[src/hw/rtl/qvr_pkg.sv]
package qvr_pkg;

  localparam int CompW  = 16;
  localparam int ProdAW = 2 * CompW;
  localparam int TermW  = ProdAW + 2;
  localparam int ProdCW = TermW + CompW;
  localparam int SumW   = ProdCW + 2;
  localparam int Shift  = 2 * (CompW - 1);
  localparam int WideW  = SumW - Shift;

  localparam logic signed [CompW-1:0] OutMax = {1'b0, {(CompW-1){1'b1}}};
  localparam logic signed [CompW-1:0] OutMin = {1'b1, {(CompW-1){1'b0}}};
  localparam logic signed [SumW-1:0]  RndHalf = SumW'(64'd1 << (Shift - 1));

  typedef logic signed [CompW-1:0]  comp_t;
  typedef logic signed [ProdAW-1:0] proda_t;
  typedef logic signed [TermW-1:0]  term_t;
  typedef logic signed [ProdCW-1:0] prodc_t;
  typedef logic signed [SumW-1:0]   sum_t;
  typedef logic signed [WideW-1:0]  wide_t;

  typedef struct packed {
    wide_t x;
    wide_t y;
    wide_t z;
  } wide_vec_t;

  typedef struct packed {
    comp_t x;
    comp_t y;
    comp_t z;
    logic  clip;
  } rot_t;

  function automatic proda_t mul_a(comp_t a, comp_t b);
    return proda_t'(a) * proda_t'(b);
  endfunction

  function automatic prodc_t mul_c(term_t a, comp_t b);
    return prodc_t'(a) * prodc_t'(b);
  endfunction

  // round to nearest, ties up, back to the vector scale
  function automatic wide_t round_down(sum_t s);
    sum_t t;
    t = s + RndHalf;
    return WideW'(t >>> Shift);
  endfunction

endpackage

[src/hw/rtl/qvr_sat.sv]
module qvr_sat (
  input  qvr_pkg::wide_vec_t r,
  output qvr_pkg::rot_t      rot
);

  logic [2:0] hi;
  logic [2:0] lo;

  assign hi[0] = r.x > qvr_pkg::WideW'(qvr_pkg::OutMax);
  assign hi[1] = r.y > qvr_pkg::WideW'(qvr_pkg::OutMax);
  assign hi[2] = r.z > qvr_pkg::WideW'(qvr_pkg::OutMax);
  assign lo[0] = r.x < qvr_pkg::WideW'(qvr_pkg::OutMin);
  assign lo[1] = r.y < qvr_pkg::WideW'(qvr_pkg::OutMin);
  assign lo[2] = r.z < qvr_pkg::WideW'(qvr_pkg::OutMin);

  assign rot.x = hi[0] ? qvr_pkg::OutMax : lo[0] ? qvr_pkg::OutMin : qvr_pkg::CompW'(r.x);
  assign rot.y = hi[1] ? qvr_pkg::OutMax : lo[1] ? qvr_pkg::OutMin : qvr_pkg::CompW'(r.y);
  assign rot.z = hi[2] ? qvr_pkg::OutMax : lo[2] ? qvr_pkg::OutMin : qvr_pkg::CompW'(r.z);
  assign rot.clip = |(hi | lo);

endmodule

[config.mk]
export PLATFORM = sky130hd
export DESIGN_NAME = qvr_sat
export DESIGN_NICKNAME = d
export VERILOG_FILES = /design/src/hw/rtl/qvr_pkg.sv /design/src/hw/rtl/qvr_sat.sv
export SDC_FILE = /design/constraint.sdc
export NUM_CORES = 1
export LEC_CHECK = 0
export BUFFER_PORTS_ARGS = -buffer_cell sky130_fd_sc_hd__buf_2
export CAP_MARGIN = 40
export CORE_MARGIN = 8
export CORE_UTILIZATION = 23
export DETAILED_ROUTE_END_ITERATION = 16
export PLACE_DENSITY = 0.88
export SYNTH_ARGS = -nofsm -noshare
export SYNTH_HDL_FRONTEND = slang
export SYNTH_SLANG_ARGS = --single-unit
[constraint.sdc]
create_clock -name vclk -period 1.8
set_clock_uncertainty 0.2 [all_clocks]
set_input_delay 0.36 -clock vclk [all_inputs]
set_output_delay 0.36 -clock vclk [all_outputs]
set_load 0.02 [all_outputs]
; ---- After elaboration in Yosys (flattened, before gate mapping)
; Cells that the tools add are included.
; Widths: inputs -> output; s select.
[totals]
ff_bits = 0
word_cells = 14
[op_classes]
n_lt_le_gt_ge = 6
mux = 6
n_bitwise = 1
reduce_logical = 1
[op_table]
columns = cell, n
row1 = $mux 16, 6
row2 = $gt 22x16->1 const B, 3
row3 = $lt 22x16->1 const B, 3
row4 = $or 3x3->3, 1
row5 = $reduce_or 3->1, 1

; ---- Depth between registers and ports, before layout
; Gate-level depths: netlist of run 1.
[logic_depth]
word_depth = 3
mapped_depth = 5
depth_no_buf = 4

; ---- Least setup slack after synthesis of run 1
; No wires, ideal clock.
[synth_timing]
path_kind = input-to-output
startpoint = input r[42] (netlist bit)
endpoint = output rot[0] (netlist bit)
arrival_ps = 1544
path_slack_ps = -304
stages = 4
path_buffers = 0
cell_sequence = or4_4 -> nor3_2 -> mux2i_1 -> or3_1
[synth_lines]
columns = item, line_no
row1 = "start, declared", qvr_sat.sv:2  ; input qvr_pkg::wide_vec_t r,
row2 = "end, declared", qvr_sat.sv:3  ; output qvr_pkg::rot_t rot

==> results of run 1 <==
## layer usage
metal	wire [um]	vias up	global-route usage
met5	0	-	0
met4	29	0	0.0163
met3	376	4	0.0515
met2	2290	57	0.374
met1	1290	524	0.166
li1	-	552	-
## stage by stage
stage,cell area [um^2],cells,power (mW)
final,1710,231,0.521
after global routing,1710,231,0.552
after CTS,1680,230,0.508
after detailed placement,1240,224,0.379
after global placement,1230,223,0.371
after floorplan,593,80,0.211
## placed cells by master, fill, tap and decap left out, drive strengths merged
cell type	n
o21a	45
nor2	8
or4	2
mux2	1
a31oi	1
mux2i	2
and4	1
nand3	2
buf	131
nand4	2
o21ai	2
or3	1
nor3	2
nand2	3
## what timing repair did
action,4_1_cts,5_1_grt
pin swaps,10,5
setup buffers,3,2
gates cloned,4,0
endpoints found under the setup margin,46,46
gates resized for setup,107,6
## power breakdown
part | switching (mW) | internal, mW
combinational | 0.244 | 0.277
sequential | 0 | 0
clock | 0 | 0
## critical path: cells and delay by family
family	cells	cell delay [ns]
mux	1	0.09
simple gates	3	1.04
buf+inv	2	0.23
## worst paths after layout
| path | endpoint | slack, ns | cells past startpoint |
|---|---|---|---|
| worst max-delay path | rot[0] | -0.48 | 6 |
| worst min-delay path | rot[4] | 0.82 | 3 |
## logic make-up after synthesis
kind of cell / synth area share
mux: 0.0571
buf+inv: 0.0890
compound gates: 0.646
simple gates: 0.208
## layout make-up
class                      count  area [um^2]
multi-input combinational     72          633
timing repair buffer         131         1040
tap                           28         35.0
fill                         173          527
==> results.yml, run 1 <==
final_layout:
  share_of_post_route_cells_with_drive_strength_above_1: 0.857
  clkbuf_count: 0
  area.sequential_um2: 0
  n_sequential_cell: 0
  nets_final: 271
  synthToLayoutAreaGrowth_pct: 211
  final_antenna_diode_count: 0
  final_core_utilization: 0.764
timing:
  hold_violations: 0
  tightestPinTransition_ns: 0.241
  post-route-min-period_ns: 2.28
  maxClockFrequency_mhz: 438
  period_share: 1.27
  final.setup.worst_slack_ns: -0.485
  timing.hold.ws_ns: 0.824
  slew_headroom: 0.839
  report.final.setup_viol: 46
  fin_setup_tns_ns: -13.92
  setup_repair_after_global_routing_missed_its_margin: "true"
  drv_slew: 0
place:
  post-place-ws_ns: -0.556
  routabilityCongestion: 0.726
  hpwl_mm: 2.73
  numPortBuffers: 115
routing:
  drt_first_iter_violations: 43
  totalWireLength_mm: 3.98
  route.vias.total: 1137
  avgRoutedWirePerCell_um: 17.2
  drc: 0
  drt.antenna.violating_nets: 0
  post_drt_via_cell_ratio: 4.92
  firstDrtPassIters: 2
floorplanning:
  floorplan.rows: 17
  die_x_um: 64.8
  fp.dieArea_um2: 4200
  floorplan.die.height_um: 64.8
  core_footprint_um2: 2230
  ios: 115
  starting_density: 0.245
synth:
  top_cells_by_area_synth: "o21a_1, clkbuf_1, nor2_1"
  post_synth_most_frequent_cells: "o21a_1, clkbuf_1, nor2_1, nand2_1"
  postSynthCellCount: 80
  synth_top_cell_area_share: 0.616
  synthDominantAreaCellType: "o21a_1"
  synth.cell_area_um2: 548
  synth_cell_types: 16
  ys_warn_count: 0
  synth_sequential_area_ratio: 0
  syn-mean-instance-area_um2: 6.85
  syn_nets: 146
  synthMostInstantiatedCell: "o21a_1"
clocking:
  ctsHoldBuffers: 0
global_routing:
  global_route_wire_length_before_repair_mm: 6.22
  number_of_antenna_violations_at_the_first_check_in_global_routing: 0
  globalRoute.totalOverflow: 0
  grt.total_usage: 0.177
  grt_start_max_net_pins: 16
  grt_pass1_vias: 1251
status:
  failing_checks: "setup timing"
  status: "complete, but fails checks"
power_and_ir_drop:
  cellLeakagePower_nw: 0.840
  powerDensity_nw_per_um2: 305
  ir_drop_mv: 0.202
setup_path:
  cp.arrival_ns: 1.72
  req_time_crit_path_ns: 1.24
  setup.worst_path.class: "input pin to primary output"
  critical_path.startpoint_type: "input pin"
  cp-end-kind: "primary output"
  cp_common_cell: "buf_6"
  timing.critical_path.from: "r[18]"
  crit_slowest_cell: "or4_4"
  path_cells: "buf_6 -> or4_4 -> nor3_4 -> mux2i_1 -> or3_4 -> buf_6"
  worst-path-max-fanout: 2
  slowest_delay_ns: 0.53
job:
  maxCapViolCount: 0
worst_hold_path:
  worstHoldPathType: "input pin to primary output"
  hp-start: "r[3]"
(Power assumes the default switching activity.)
==> run 2: changes to the inputs <==
ABC_AREA = 1   (was not set)
CORE_MARGIN = 5   (was 8)
CORE_UTILIZATION = 25   (was 23)
PLACE_DENSITY = 0.89   (was 0.88)
==> results.yml, run 2 <==
status:
  status: "finished clean"
timing:
  post-route-min-period_ns: 1.74
  maxClockFrequency_mhz: 576
  drv_slew: 0
  setup_repair_after_global_routing_missed_its_margin: "true"
  hold_violations: 0
  tightestPinTransition_ns: 0.147
  report.final.setup_viol: 0
  slew_headroom: 0.902
  period_share: 0.965
  timing.hold.ws_ns: 0.798
global_routing:
  grt_start_max_net_pins: 17
  number_of_antenna_violations_at_the_first_check_in_global_routing: 0
  grt_pass1_vias: 963
  globalRoute.totalOverflow: 0
  grt.total_usage: 0.125
  global_route_wire_length_before_repair_mm: 3.73
routing:
  avgRoutedWirePerCell_um: 9.73
  post_drt_via_cell_ratio: 4.22
  drc: 0
  totalWireLength_mm: 2.82
  drt_first_iter_violations: 49
  route.vias.total: 1223
  firstDrtPassIters: 4
  drt.antenna.violating_nets: 0
clocking:
  ctsHoldBuffers: 0
final_layout:
  n_sequential_cell: 0
  nets_final: 328
  multi_input_comb_area_um2: 536
  final_antenna_diode_count: 0
  fillers: 249
  synthToLayoutAreaGrowth_pct: 124
  share_of_post_route_cells_with_drive_strength_above_1: 0.523
  clkbuf_count: 0
  mostFrequentLayoutCell: "nand2_1"
  area.sequential_um2: 0
  layout.cells.most_common_list: "nand2_1, buf_2, buf_4"
floorplanning:
  floorplan.rows: 18
  floorplan.die.height_um: 59.5
  fp.dieArea_um2: 3540
  die_x_um: 59.5
  ios: 115
  core_footprint_um2: 2410
  starting_density: 0.254
job:
  maxCapViolCount: 0
synth:
  synth_cell_types: 9
  top_cells_by_area_synth: "nand2_1, nor2_1, buf_6"
  post_synth_most_frequent_cells: "nand2_1, nor2_1, inv_1"
  postSynthCellCount: 145
  synthDominantAreaCellType: "nand2_1"
  synthMostInstantiatedCell: "nand2_1"
  synth.cell_area_um2: 612
  synth_sequential_area_ratio: 0
  synth_top_cell_area_share: 0.644
  ys_warn_count: 0
  syn-mean-instance-area_um2: 4.22
  syn_nets: 211
power_and_ir_drop:
  cellLeakagePower_nw: 0.896
  power_mw: 0.413
  powerDensity_nw_per_um2: 301
  ir_drop_mv: 0.175
worst_hold_path:
  worstHoldPathType: "input pin to primary output"
  hold_path_depth: 2
  hp-start: "r[43]"
  hold_ep: "rot[32]"
setup_path:
  cp.arrival_ns: 1.18
  critical_path.startpoint_type: "input pin"
  req_time_crit_path_ns: 1.24
  setup.worst_path.class: "input pin to primary output"
  worst-path-max-fanout: 9
  timing.critical_path.from: "r[20]"
  cp-end-kind: "primary output"
place:
  hpwl_mm: 2.30
  routabilityCongestion: 0.693
  numPortBuffers: 115
run 2: cell types whose count changed after synthesis, moves of 4 or more:
cell	before	now
nor2_1	7	14
clkbuf_1	7	3
inv_1	0	8
o21a_1	45	0
nand2_1	3	105
run 2: per-stage QoR:
step | worst slack (ns) | area, um^2 | util | instances | setup TNS, ns
floorplan | 0.273 | 612 | - | 145 | 0
global placement | 0.0486 | 1220 | 0.505 | 284 | 0
detailed placement | 0.0229 | 1220 | 0.505 | 284 | 0
CTS | 0.0181 | 1220 | 0.505 | 284 | 0
global route | -0.0302 | 1370 | 0.569 | 290 | -0.0826
finish | 0.0626 | 1370 | 0.569 | 290 | 0
run 2: repair_timing:
action / in CTS / in global routing
setup buffers: 0 / 5
gates resized for setup: 0 / 27
setup endpoints to repair: 0 / 1
run 2: critical path: stages:
cell and delay [ns]:
buf_2 0.09, nand2_1 0.05, nor2_1 0.11, nand2_1 0.10, nand2_4 0.11, buf_12 0.12
nand2_1 0.04, nand2_1 0.05, buf_2 0.16
run 2: kinds of logic after synthesis:
kind of cell,after synthesis,synth area share
buf+inv,17,0.160
simple gates,128,0.840
run 2: layer usage:
| metal | track usage | vias to the layer above | part of all wire |
|---|---|---|---|
| li1 | - | 655 | - |
| met1 | 0.157 | 508 | 0.38 |
| met2 | 0.232 | 60 | 0.50 |
| met3 | 0.0196 | 0 | 0.11 |
| met4 | 0.00647 | 0 | 0 |
| met5 | 0 | - | 0 |
run 2: layout make-up:
cell class                 count  share of cell area
multi-input combinational    129               0.391
timing repair buffer         123               0.560
inverter                       8              0.0219
tap                           30              0.0274
run 2: power breakdown:
part	internal [mW]	switching, mW
clock network	0	0
logic	0.184	0.229
registers	0	0
run 2: worst max path at each step:
| stage | cells after the start | endpoint | slack, ns |
|---|---|---|---|
| 6_report | 9 | rot[6] | 0.06 |
| 5_1_grt | 9 | rot[20] | -0.03 |
| 4_1_cts | 9 | rot[0] | 0.02 |
| 3_5_place_dp | 9 | rot[0] | 0.02 |
| 3_3_place_gp | 9 | rot[0] | 0.05 |
| 2_1_floorplan | 7 | rot[38] | 0.27 |
